==> src/stgc_pkg.sv <==
// Shared types and constants for the sorted triple group counter.
// Used by stgc_front, stgc_queue, stgc_back and the top level.
`default_nettype none

package stgc_pkg;

  localparam int FIELD_W = 32;
  localparam int DATA_W  = 3 * FIELD_W;
  localparam logic [FIELD_W-1:0] CNT_MAX = '1;

  // record_kind codes
  localparam logic KIND_KEY  = 1'b0;
  localparam logic KIND_PAIR = 1'b1;

  // Record slots of one command, in output order
  localparam int REC_PAIR_A = 0;  // pair group closed by a key or predicate change
  localparam int REC_KEY_A  = 1;  // key group closed by a key change
  localparam int REC_PAIR_B = 2;  // pair group closed by end of stream
  localparam int REC_KEY_B  = 3;  // key group closed by end of stream
  localparam int REC_SLOTS  = 4;

  localparam int QUEUE_DEPTH = 2;
  localparam int QPTR_W      = $clog2(QUEUE_DEPTH);
  localparam int QCNT_W      = $clog2(QUEUE_DEPTH + 1);

  typedef logic [REC_SLOTS-1:0] rec_mask_t;

  // One accepted item's worth of records to emit
  typedef struct packed {
    rec_mask_t          mask;
    logic [FIELD_W-1:0] key_a;
    logic [FIELD_W-1:0] pred_a;
    logic [FIELD_W-1:0] pcnt_a;
    logic [FIELD_W-1:0] kcnt_a;
    logic [FIELD_W-1:0] key_b;
    logic [FIELD_W-1:0] pred_b;
    logic [FIELD_W-1:0] pcnt_b;
    logic [FIELD_W-1:0] kcnt_b;
  } cmd_t;

  function automatic logic [FIELD_W-1:0] sat_inc(input logic [FIELD_W-1:0] c);
    sat_inc = (c == CNT_MAX) ? c : c + FIELD_W'(1);
  endfunction

endpackage

`default_nettype wire

==> src/stgc_queue.sv <==
// Short command queue between the front and back parts.
// Depends on stgc_pkg for the command type and depth.
`default_nettype none

module stgc_queue (
  input  wire              clk_i,
  input  wire              rst_ni,
  input  wire              push_i,
  input  stgc_pkg::cmd_t   push_cmd_i,
  output logic             full_o,
  input  wire              pop_i,
  output logic             head_valid_o,
  output stgc_pkg::cmd_t   head_cmd_o
);

  stgc_pkg::cmd_t                    mem_q [stgc_pkg::QUEUE_DEPTH];
  logic [stgc_pkg::QPTR_W-1:0]       wr_ptr_q, wr_ptr_d;
  logic [stgc_pkg::QPTR_W-1:0]       rd_ptr_q, rd_ptr_d;
  logic [stgc_pkg::QCNT_W-1:0]       cnt_q, cnt_d;
  logic                              do_push, do_pop;

  assign full_o       = (cnt_q == stgc_pkg::QCNT_W'(stgc_pkg::QUEUE_DEPTH));
  assign head_valid_o = (cnt_q != '0);
  assign head_cmd_o   = mem_q[rd_ptr_q];

  assign do_push = push_i && !full_o;
  assign do_pop  = pop_i && head_valid_o;

  always_comb begin
    wr_ptr_d = wr_ptr_q;
    rd_ptr_d = rd_ptr_q;
    cnt_d    = cnt_q;
    if (do_push) begin
      wr_ptr_d = (wr_ptr_q == stgc_pkg::QPTR_W'(stgc_pkg::QUEUE_DEPTH - 1)) ?
                 '0 : wr_ptr_q + stgc_pkg::QPTR_W'(1);
    end
    if (do_pop) begin
      rd_ptr_d = (rd_ptr_q == stgc_pkg::QPTR_W'(stgc_pkg::QUEUE_DEPTH - 1)) ?
                 '0 : rd_ptr_q + stgc_pkg::QPTR_W'(1);
    end
    if (do_push && !do_pop) begin
      cnt_d = cnt_q + stgc_pkg::QCNT_W'(1);
    end else if (!do_push && do_pop) begin
      cnt_d = cnt_q - stgc_pkg::QCNT_W'(1);
    end
  end

  always_ff @(posedge clk_i or negedge rst_ni) begin
    if (!rst_ni) begin
      wr_ptr_q <= '0;
      rd_ptr_q <= '0;
      cnt_q    <= '0;
    end else begin
      wr_ptr_q <= wr_ptr_d;
      rd_ptr_q <= rd_ptr_d;
      cnt_q    <= cnt_d;
    end
  end

  always_ff @(posedge clk_i) begin
    if (do_push) begin
      mem_q[wr_ptr_q] <= push_cmd_i;
    end
  end

endmodule

`default_nettype wire

==> src/stgc_front.sv <==
// Front part: accepts triples, tracks the open groups and classifies each
// request into a command of records to emit. Depends on stgc_pkg.
`default_nettype none

module stgc_front #(
  parameter int ID_BITS = 32
) (
  input  wire                               clk_i,
  input  wire                               rst_ni,
  input  wire                               cfg_we_i,
  input  wire                               cfg_wdata_i,
  input  wire                               in_fire_i,
  input  wire [stgc_pkg::FIELD_W-1:0]       subject_i,
  input  wire [stgc_pkg::FIELD_W-1:0]       predicate_i,
  input  wire [stgc_pkg::FIELD_W-1:0]       object_i,
  input  wire                               eos_i,
  output logic                              push_o,
  output stgc_pkg::cmd_t                    push_cmd_o
);

  localparam int IdW = (ID_BITS < stgc_pkg::FIELD_W) ? ID_BITS : stgc_pkg::FIELD_W;

  logic                          mode_q;
  logic                          have_q, have_d;
  logic [IdW-1:0]                ps_q, ps_d, pp_q, pp_d, po_q, po_d;
  logic [stgc_pkg::FIELD_W-1:0]  kcnt_q, kcnt_d, pcnt_q, pcnt_d;

  logic [IdW-1:0]                s, p, o, key, prev_key, new_key;
  logic                          rep, chg_key, chg_pred;
  logic [IdW-1:0]                ns, np, no;
  logic [stgc_pkg::FIELD_W-1:0]  nk, npc;

  assign s        = subject_i[IdW-1:0];
  assign p        = predicate_i[IdW-1:0];
  assign o        = object_i[IdW-1:0];
  assign key      = mode_q ? o : s;
  assign prev_key = mode_q ? po_q : ps_q;

  assign rep      = have_q && (s == ps_q) && (p == pp_q) && (o == po_q);
  assign chg_key  = have_q && !rep && (key != prev_key);
  assign chg_pred = have_q && !rep && !chg_key && (p != pp_q);

  // State after counting this triple, before any end-of-stream flush
  always_comb begin
    ns  = s;
    np  = p;
    no  = o;
    nk  = stgc_pkg::FIELD_W'(1);
    npc = stgc_pkg::FIELD_W'(1);
    if (rep) begin
      ns  = ps_q;
      np  = pp_q;
      no  = po_q;
      nk  = kcnt_q;
      npc = pcnt_q;
    end else if (chg_pred) begin
      nk  = stgc_pkg::sat_inc(kcnt_q);
    end else if (have_q && !chg_key) begin
      nk  = stgc_pkg::sat_inc(kcnt_q);
      npc = stgc_pkg::sat_inc(pcnt_q);
    end
  end

  assign new_key = mode_q ? no : ns;

  always_comb begin
    push_cmd_o = '0;
    push_cmd_o.mask[stgc_pkg::REC_PAIR_A] = chg_key || chg_pred;
    push_cmd_o.mask[stgc_pkg::REC_KEY_A]  = chg_key;
    push_cmd_o.mask[stgc_pkg::REC_PAIR_B] = eos_i;
    push_cmd_o.mask[stgc_pkg::REC_KEY_B]  = eos_i;
    push_cmd_o.key_a  = stgc_pkg::FIELD_W'(prev_key);
    push_cmd_o.pred_a = stgc_pkg::FIELD_W'(pp_q);
    push_cmd_o.pcnt_a = pcnt_q;
    push_cmd_o.kcnt_a = kcnt_q;
    push_cmd_o.key_b  = stgc_pkg::FIELD_W'(new_key);
    push_cmd_o.pred_b = stgc_pkg::FIELD_W'(np);
    push_cmd_o.pcnt_b = npc;
    push_cmd_o.kcnt_b = nk;
  end

  assign push_o = in_fire_i && (chg_key || chg_pred || eos_i);

  always_comb begin
    have_d = have_q;
    ps_d   = ps_q;
    pp_d   = pp_q;
    po_d   = po_q;
    kcnt_d = kcnt_q;
    pcnt_d = pcnt_q;
    if (in_fire_i) begin
      if (eos_i) begin
        // flush returns to the empty state
        have_d = 1'b0;
        ps_d   = '0;
        pp_d   = '0;
        po_d   = '0;
        kcnt_d = '0;
        pcnt_d = '0;
      end else begin
        have_d = 1'b1;
        ps_d   = ns;
        pp_d   = np;
        po_d   = no;
        kcnt_d = nk;
        pcnt_d = npc;
      end
    end
  end

  always_ff @(posedge clk_i or negedge rst_ni) begin
    if (!rst_ni) begin
      mode_q <= 1'b0;
      have_q <= 1'b0;
      ps_q   <= '0;
      pp_q   <= '0;
      po_q   <= '0;
      kcnt_q <= '0;
      pcnt_q <= '0;
    end else begin
      if (cfg_we_i) begin
        mode_q <= cfg_wdata_i;
      end
      have_q <= have_d;
      ps_q   <= ps_d;
      pp_q   <= pp_d;
      po_q   <= po_d;
      kcnt_q <= kcnt_d;
      pcnt_q <= pcnt_d;
    end
  end

endmodule

`default_nettype wire

==> src/stgc_back.sv <==
// Back part: expands queued commands into records, one per cycle unless the
// output is stalled, into an output register. Depends on stgc_pkg.
`default_nettype none

module stgc_back (
  input  wire                               clk_i,
  input  wire                               rst_ni,
  input  wire                               head_valid_i,
  input  stgc_pkg::cmd_t                    head_cmd_i,
  output logic                              pop_o,
  output logic                              out_valid_o,
  input  wire                               out_ready_i,
  output logic                              out_kind_o,
  output logic [stgc_pkg::FIELD_W-1:0]      out_key_o,
  output logic [stgc_pkg::FIELD_W-1:0]      out_pred_o,
  output logic [stgc_pkg::FIELD_W-1:0]      out_count_o,
  output logic                              out_last_o
);

  logic                          started_q, started_d;
  stgc_pkg::rec_mask_t           rem_q, rem_d, rem, cur, left;
  logic                          out_vld_q, out_vld_d;
  logic                          kind_q, last_q;
  logic [stgc_pkg::FIELD_W-1:0]  key_q, pred_q, cnt_q;
  logic                          kind_n;
  logic [stgc_pkg::FIELD_W-1:0]  key_n, pred_n, cnt_n;
  logic                          load, fire;

  assign load = !out_vld_q || out_ready_i;
  assign fire = load && head_valid_i;

  // pick the lowest pending record slot
  assign rem  = started_q ? rem_q : head_cmd_i.mask;
  assign cur  = rem & (~rem + stgc_pkg::REC_SLOTS'(1));
  assign left = rem & ~cur;

  always_comb begin
    kind_n = stgc_pkg::KIND_PAIR;
    key_n  = head_cmd_i.key_a;
    pred_n = head_cmd_i.pred_a;
    cnt_n  = head_cmd_i.pcnt_a;
    case (cur)
      stgc_pkg::rec_mask_t'(1 << stgc_pkg::REC_PAIR_A): begin
        kind_n = stgc_pkg::KIND_PAIR;
        key_n  = head_cmd_i.key_a;
        pred_n = head_cmd_i.pred_a;
        cnt_n  = head_cmd_i.pcnt_a;
      end
      stgc_pkg::rec_mask_t'(1 << stgc_pkg::REC_KEY_A): begin
        kind_n = stgc_pkg::KIND_KEY;
        key_n  = head_cmd_i.key_a;
        pred_n = '0;
        cnt_n  = head_cmd_i.kcnt_a;
      end
      stgc_pkg::rec_mask_t'(1 << stgc_pkg::REC_PAIR_B): begin
        kind_n = stgc_pkg::KIND_PAIR;
        key_n  = head_cmd_i.key_b;
        pred_n = head_cmd_i.pred_b;
        cnt_n  = head_cmd_i.pcnt_b;
      end
      stgc_pkg::rec_mask_t'(1 << stgc_pkg::REC_KEY_B): begin
        kind_n = stgc_pkg::KIND_KEY;
        key_n  = head_cmd_i.key_b;
        pred_n = '0;
        cnt_n  = head_cmd_i.kcnt_b;
      end
      default: begin
        kind_n = stgc_pkg::KIND_PAIR;
        key_n  = head_cmd_i.key_a;
        pred_n = head_cmd_i.pred_a;
        cnt_n  = head_cmd_i.pcnt_a;
      end
    endcase
  end

  assign pop_o = fire && (left == '0);

  always_comb begin
    started_d = started_q;
    rem_d     = rem_q;
    out_vld_d = out_vld_q;
    if (load) begin
      out_vld_d = head_valid_i;
    end
    if (fire) begin
      started_d = (left != '0);
      rem_d     = left;
    end
  end

  always_ff @(posedge clk_i or negedge rst_ni) begin
    if (!rst_ni) begin
      started_q <= 1'b0;
      rem_q     <= '0;
      out_vld_q <= 1'b0;
    end else begin
      started_q <= started_d;
      rem_q     <= rem_d;
      out_vld_q <= out_vld_d;
    end
  end

  always_ff @(posedge clk_i) begin
    if (fire) begin
      kind_q <= kind_n;
      key_q  <= key_n;
      pred_q <= pred_n;
      cnt_q  <= cnt_n;
      last_q <= (left == '0);
    end
  end

  assign out_valid_o = out_vld_q;
  assign out_kind_o  = kind_q;
  assign out_key_o   = key_q;
  assign out_pred_o  = pred_q;
  assign out_count_o = cnt_q;
  assign out_last_o  = last_q;

endmodule

`default_nettype wire

==> src/sorted_triple_group_counter.sv <==
// Sorted triple group counter: counts triples per key and per key-predicate.
// A request's records pass through the command queue and then the output register.
// Throughput: one request per cycle while the queue is not full; the back part
// emits one record per cycle unless stalled, one for each group a request closes.
// Reset clears the open groups, key_mode to subject, the queue and the output.
// Depends on stgc_pkg, stgc_front, stgc_queue and stgc_back.
`default_nettype none

module sorted_triple_group_counter #(
  parameter int ID_BITS = 32
) (
  input  wire                              clk_i,
  input  wire                              rst_ni,
  input  wire                              cfg_we_i,
  input  wire                              cfg_wdata_i,    // key_mode
  input  wire                              s_axis_tvalid,
  output logic                             s_axis_tready,
  input  wire  [stgc_pkg::DATA_W-1:0]      s_axis_tdata,   // subject_id, predicate_id, object_id
  input  wire                              s_axis_tlast,   // end_of_stream
  output logic                             m_axis_tvalid,
  input  wire                              m_axis_tready,
  output logic [stgc_pkg::DATA_W-1:0]      m_axis_tdata,   // key_out, pred_out, group_count
  output logic                             m_axis_tuser,   // record_kind
  output logic                             m_axis_tlast    // last_of_run
);

  localparam int FW = stgc_pkg::FIELD_W;

  logic                 full, push, pop, head_valid, in_fire;
  stgc_pkg::cmd_t       push_cmd, head_cmd;
  logic [FW-1:0]        key_out, pred_out, cnt_out;

  assign s_axis_tready = !full;
  assign in_fire       = s_axis_tvalid && s_axis_tready;

  stgc_front #(
    .ID_BITS (ID_BITS)
  ) u_front (
    .clk_i       (clk_i),
    .rst_ni      (rst_ni),
    .cfg_we_i    (cfg_we_i),
    .cfg_wdata_i (cfg_wdata_i),
    .in_fire_i   (in_fire),
    .subject_i   (s_axis_tdata[FW-1:0]),
    .predicate_i (s_axis_tdata[2*FW-1:FW]),
    .object_i    (s_axis_tdata[3*FW-1:2*FW]),
    .eos_i       (s_axis_tlast),
    .push_o      (push),
    .push_cmd_o  (push_cmd)
  );

  stgc_queue u_queue (
    .clk_i        (clk_i),
    .rst_ni       (rst_ni),
    .push_i       (push),
    .push_cmd_i   (push_cmd),
    .full_o       (full),
    .pop_i        (pop),
    .head_valid_o (head_valid),
    .head_cmd_o   (head_cmd)
  );

  stgc_back u_back (
    .clk_i        (clk_i),
    .rst_ni       (rst_ni),
    .head_valid_i (head_valid),
    .head_cmd_i   (head_cmd),
    .pop_o        (pop),
    .out_valid_o  (m_axis_tvalid),
    .out_ready_i  (m_axis_tready),
    .out_kind_o   (m_axis_tuser),
    .out_key_o    (key_out),
    .out_pred_o   (pred_out),
    .out_count_o  (cnt_out),
    .out_last_o   (m_axis_tlast)
  );

  assign m_axis_tdata = {cnt_out, pred_out, key_out};

endmodule

`default_nettype wire
==> config.mk <==
export PLATFORM = sky130hd
export DESIGN_NAME = sorted_triple_group_counter
export DESIGN_NICKNAME = d
export VERILOG_FILES = /design/src/stgc_pkg.sv /design/src/stgc_queue.sv /design/src/stgc_front.sv /design/src/stgc_back.sv /design/src/sorted_triple_group_counter.sv
export SDC_FILE = /design/constraint.sdc
export NUM_CORES = 1
export LEC_CHECK = 0
export BUFFER_PORTS_ARGS = -buffer_cell sky130_fd_sc_hd__buf_2
export CAP_MARGIN = 20
export CORE_AREA = 3 3 238 240
export DETAILED_ROUTE_END_ITERATION = 8
export DIE_AREA = 0 0 241 243
export MAX_ROUTING_LAYER = met4
export PLACE_DENSITY = 0.79
export RECOVER_POWER = 50
export SLEW_MARGIN = 20
export SYNTH_ARGS = -nofsm -noshare
export SYNTH_HDL_FRONTEND = slang
export SYNTH_SLANG_ARGS = --single-unit
==> constraint.sdc <==
create_clock -name clk_i -period 15.53 [get_ports clk_i]
set_clock_uncertainty 0.15 [all_clocks]
set_input_delay 0 -clock clk_i [delete_from_list [all_inputs] [get_ports clk_i]]
set_output_delay 0 -clock clk_i [all_outputs]
set_load 0.05 [all_outputs]
Yosys cells after proc, flatten, opt, wreduce, memory -nomap -nowiden --
Memory sizes are Yosys's and may differ from the RTL's. Index checks and enable logic that the tools add are counted. Widths: inputs -> output; s select.
Storage, ports and cells: register bits 270, bits in writable memories 520, bits of input ports 103, logic and storage cells 103, memories kept 1
Operators by class: $add $sub $neg 7, equal/unequal tests 11, mux-type cells 31, bitwise gates (word level) 4, reductions and logical operators 31
Memory list:
- u_queue.mem_q | words 2, bits a word 260, read ports 1, clocked after Yosys merged registers in 0, wr ports 1, RTL line stgc_queue.sv:16 | stgc_pkg::cmd_t mem_q [stgc_pkg::QUEUE_DEPTH];
Operators with widths (number):
- $mux 32 | 20
- $eq 32x32->1 | 3
- $pmux 32 s3 | 1
- $add 32x1->32 const B | 2
- $eq 32x32->1 const B | 2
- $ne 32x32->1 | 2
- $pmux 32 s2 | 1
- $logic_and 1x1->1 | 16
- $and 4x4->4 | 2
- $not 4->4 | 2
- $logic_not 1->1 | 6
- $mux 1 | 6
- $add 4x1->4 const B | 1
- $eq 4x2->1 const B | 1
- $eq 4x3->1 const B | 1
- $eq 4x4->1 const B | 1
- $logic_not 4->1 | 1
- $mux 2 | 2
- $mux 4 | 1
- $reduce_bool 2->1 | 2
- $reduce_bool 4->1 | 1
- $reduce_or 2->1 | 2
- $logic_or 1x1->1 | 3
- $add 1x1->1 const B | 2
- 3 further kinds | 3

Logic depth before layout (Yosys ltp) --
word-level depth 18, gate-level depth with buffers 12

Modules after synthesis --
A second synthesis with hierarchy kept.
Second synthesis, totals: cells, all modules 2432, area total of the unflattened synthesis 36178.4 um^2
Modules (own cells, without submodules):
- stgc_queue | times used 1, cells each 828, area an instance 19736.4 um^2
- stgc_front | times used 1, cells each 1266, area an instance 11522.3 um^2
- stgc_back | times used 1, cells each 336, area an instance 4909.7 um^2
- sorted_triple_group_counter | times used 1, cells each 2, area an instance 10.0 um^2

Worst setup path before layout --
OpenSTA, ideal clock, no wires.
path type flip-flop to flip-flop, from reg u_front.mode_q, to mem u_queue.mem_q[0][0] in the netlist's numbering (enable), setup time 915 ps, arrival time 13111 ps, required time 14465 ps, slack 1355 ps, cell stages (with the launch flop) 9, clock period less this slack 14175 ps, path through dfrtp_1 buf_2 clkbuf_1 nor3_1 nor2_1 clkbuf_1 o311a_1 o21a_1 nor2b_1
RTL lines:
- from (decl) | RTL line stgc_front.sv:23 | logic mode_q;
- from (signal assigned) | RTL line stgc_front.sv:122 | mode_q <= cfg_wdata_i;
- to (decl) | RTL line stgc_queue.sv:16

==> results.yml <==
run_status:
  outcome: "complete, but fails checks"
  violations: "capacitance limit, slew limit"
route:
  wire_per_inst_um: 23.89
  postRouteAntennaNets: 0
  route.detailed.drc: 0
  routed_via_density: 6.391
  vias: 22568
  drt_first_pass_iters: 9
  wirelength_um: 84340
  initialDrtViolationCount: 2912
synthesis:
  synth.area.top_cells: "edfxtp_1 (56%), dfrtp_1 (13%), nand2_1 (4.0%), o21ai_0 (3.4%), mux2i_1 (2.7%)"
  synthCells: 2498
  synth_edf_count: 616
  async_flop_share_pct: 21.73
  ys_warn_count: 0
  synth_most_common_cell: "edfxtp_1"
  synth_commonest_cells: "edfxtp_1 (616), nand2_1 (353), o21ai_0 (225), dfrtp_1 (171), clkbuf_1 (164)"
  avgSynthCellArea_um2: 13.34
  synth_cell_types: 62
  synth.top_cell.area_share_pct: 55.52
  synth_ff_type: "edfxtp_1"
  syn_nets: 2604
  synth-seq-cells: 787
  netlist_area_um2: 33320
  ys_seq_area_share_pct: 68.36
  yosysTopAreaCell: "edfxtp_1"
floorplanning:
  initial_utilization_pct: 60.71
  row_count: 86
  core_um2: 54880
  die_x_um: 241
  dieHeight_um: 243
  dieArea_um2: 58560
  io_pins: 203
timing:
  fin_setup_tns_ns: 0
  tightestPinTransition_ns: 5.008
  setup_viol: 0
  hold_viol: 0
  fin_ws_ns: 7.385
  rsz0062_at_grt: "false"
  finalCritPeriodShare_pct: 52.45
  relSlewSlack_pct: -233.8
  min_period_ns: 8.145
  maxSlewViolCount: 499
  timing.fmax_mhz: 122.8
global_routing:
  antenna_found_initial: 5
  grt_overflow: 0
  grt_max_degree: 202
  grt_pass1_vias: 22376
  grt_pass1_wl_um: 129300
  grt_usage_pct: 29.63
cts:
  root_buffer: "clkbuf_16"
  clock_sinks: 787
  cts_resized: 0
  h-tree-depth: 3
  cts_buffers: 78
  clk_pin_slew_ns: 0.06
  cts_buffer_depth: 3
  clk_latency_ns: 0.63
  cts_tree: "done"
critical_path:
  criticalPathCategory: "flop to flop"
  worstPathRequired_ns: 15.61
  end_kind: "flop"
  path_max_fanout: 74
  reg2reg_depth: 8
  cp.arrival_ns: 8.23
  cp-start-kind: "flop"
placed_design:
  numPortBuffers: 202
  placed_area_um2: 34880
  dpl_worst_slack_ns: 9.785
  hpwlAfterDp_um: 47900
  gp_congestion: 0.9005
cells_and_area:
  postLayoutCellArea_um2: 38610
  nets: 2859
  nFillCells: 3480
  areaGrowthSynthToFinish_pct: 15.90
  drive_above_1_share_pct: 9.901
power_and_ir_drop:
  ir_drop_mv: 0.1986
  power_density_nw_per_um2: 191.1
  power_leakage_nw: 14.06
job:
  cap_violations: 8
min_path:
  hold_depth: 4
  min_path_type: "primary input to flop"
-- registers in the layout, summed over array words and instances (netlist names) --
register,flops
u_front.kcnt_q,32
u_back.out_last_o,1
u_back.out_key_o,32
u_back.started_q,1
u_front.pcnt_q,32
u_front.ps_q,32
u_back.out_kind_o,1
u_queue.cnt_q,2
u_front.mode_q,1
u_queue.wr_ptr_q,1
u_front.have_q,1
u_front.pp_q,32
u_queue.mem_q,518
u_back.out_pred_o,32
u_back.out_valid_o,1
u_back.out_count_o,32
u_queue.rd_ptr_q,1
u_back.rem_q,3
u_front.po_q,32
-- logic make-up after synthesis --
| logic type | Yosys count | share of synthesized area (%) |
|---|---|---|
| DFF | 787 | 68.36 |
| xor gates and xnor gates | 132 | 3.470 |
| adders and majority gates | 4 | 0.1427 |
| AOI/OAI and AO/OA | 447 | 8.371 |
| buffers and inverters | 239 | 2.764 |
| and+or+nand+nor | 702 | 9.831 |
| muxes | 187 | 7.060 |
-- final timing paths --
check	startpoint	endpoint	slack [ns]
max in group asynchronous	rst_ni	u_front.pcnt_q[10]	10.83
worst max-delay path	u_front.mode_q	u_queue.mem_q[1][47]	7.39
worst min-delay path	s_axis_tdata[60]	u_front.pp_q[28]	0.06
worst max register to register	u_front.mode_q	u_queue.mem_q[1][47]	7.39
worst min register to register	u_back.rem_q[1]	u_back.rem_q[1]	0.34
min in group asynchronous	rst_ni	u_front.pp_q[22]	1.86
-- cell type report --
type | instances | area [um^2] | area share (%)
antenna | 9 | 22.52 | 0.05832
sequential | 787 | 22780 | 58.99
multi-input combinational | 1472 | 9747 | 25.24
tap | 704 | 880.8 | 2.281
clock buffer | 113 | 2226 | 5.764
clock inverter | 32 | 399.1 | 1.034
timing repair buffer | 360 | 2356 | 6.101
inverter | 54 | 205.2 | 0.5314
-- repair_timing --
item,in CTS,in global routing
buffers inserted,0,0
hold endpoints to repair,368,0
setup endpoints to repair,0,0
hold buffers,126,0
-- worst max-delay path, stage by stage, from the launching register on --
cell and delay [ns]:
dfrtp_2 0.33, clkbuf_1 2.94, nor3_1 0.54, nor2_2 0.81
o311a_1 0.30, o21a_1 0.22, and2_4 0.63, buf_4 0.89
buf_4 0.81
-- layer usage --
metal,track usage [%],wire [um],up-vias,part of all wire (%)
met5,-,0,-,0
li1,-,-,9872,-
met1,39.17,32280,11164,38
met2,46.42,41310,1278,49
met4,11.83,3198,0,3.8
met3,4.897,7551,254,9.0
-- where the power goes --
part	switching [mW]	leakage (nW)	internal [mW]
Sequential	0.256	8.22	2.94
Combinational	1.64	4.56	0.626
Clock	0.794	1.28	1.12
-- per-stage QoR --
step	hold WS, ns	power [mW]	instances	util [%]
6_report	0.05755	7.379	3531	70.36
5_1_grt	0.07702	7.686	3528	70.35
4_1_cts	0.002921	7.392	3521	70.67
3_5_place_dp	-0.1425	5.439	3250	63.55
3_3_place_gp	-0.1453	5.364	3250	63.55
2_1_floorplan	-0.4456	4.873	2498	-
-- placed cells by master (no fill, tap or decap), types with 9 or more instances in the layout --
cell	instances
a21oi_1	41
a222oi_1	64
and3_1	16
buf_2	68
buf_4	24
clkbuf_1	163
clkbuf_16	80
clkbuf_8	10
clkinv_2	12
dfrtp_1	170
diode_2	9
dlygate4sd3_1	125
edfxtp_1	616
inv_1	52
mux2_1	59
mux2i_1	91
mux4_2	32
nand2_1	352
nand2b_1	16
nand3_1	87
nand4_1	37
nor2_1	65
nor2b_1	13
nor3_1	24
nor4_1	21
o21ai_0	226
o21ai_1	14
o22ai_1	33
o31ai_1	27
or3_1	21
xnor2_1	46
xor2_1	86
(Power assumes the default switching activity.)
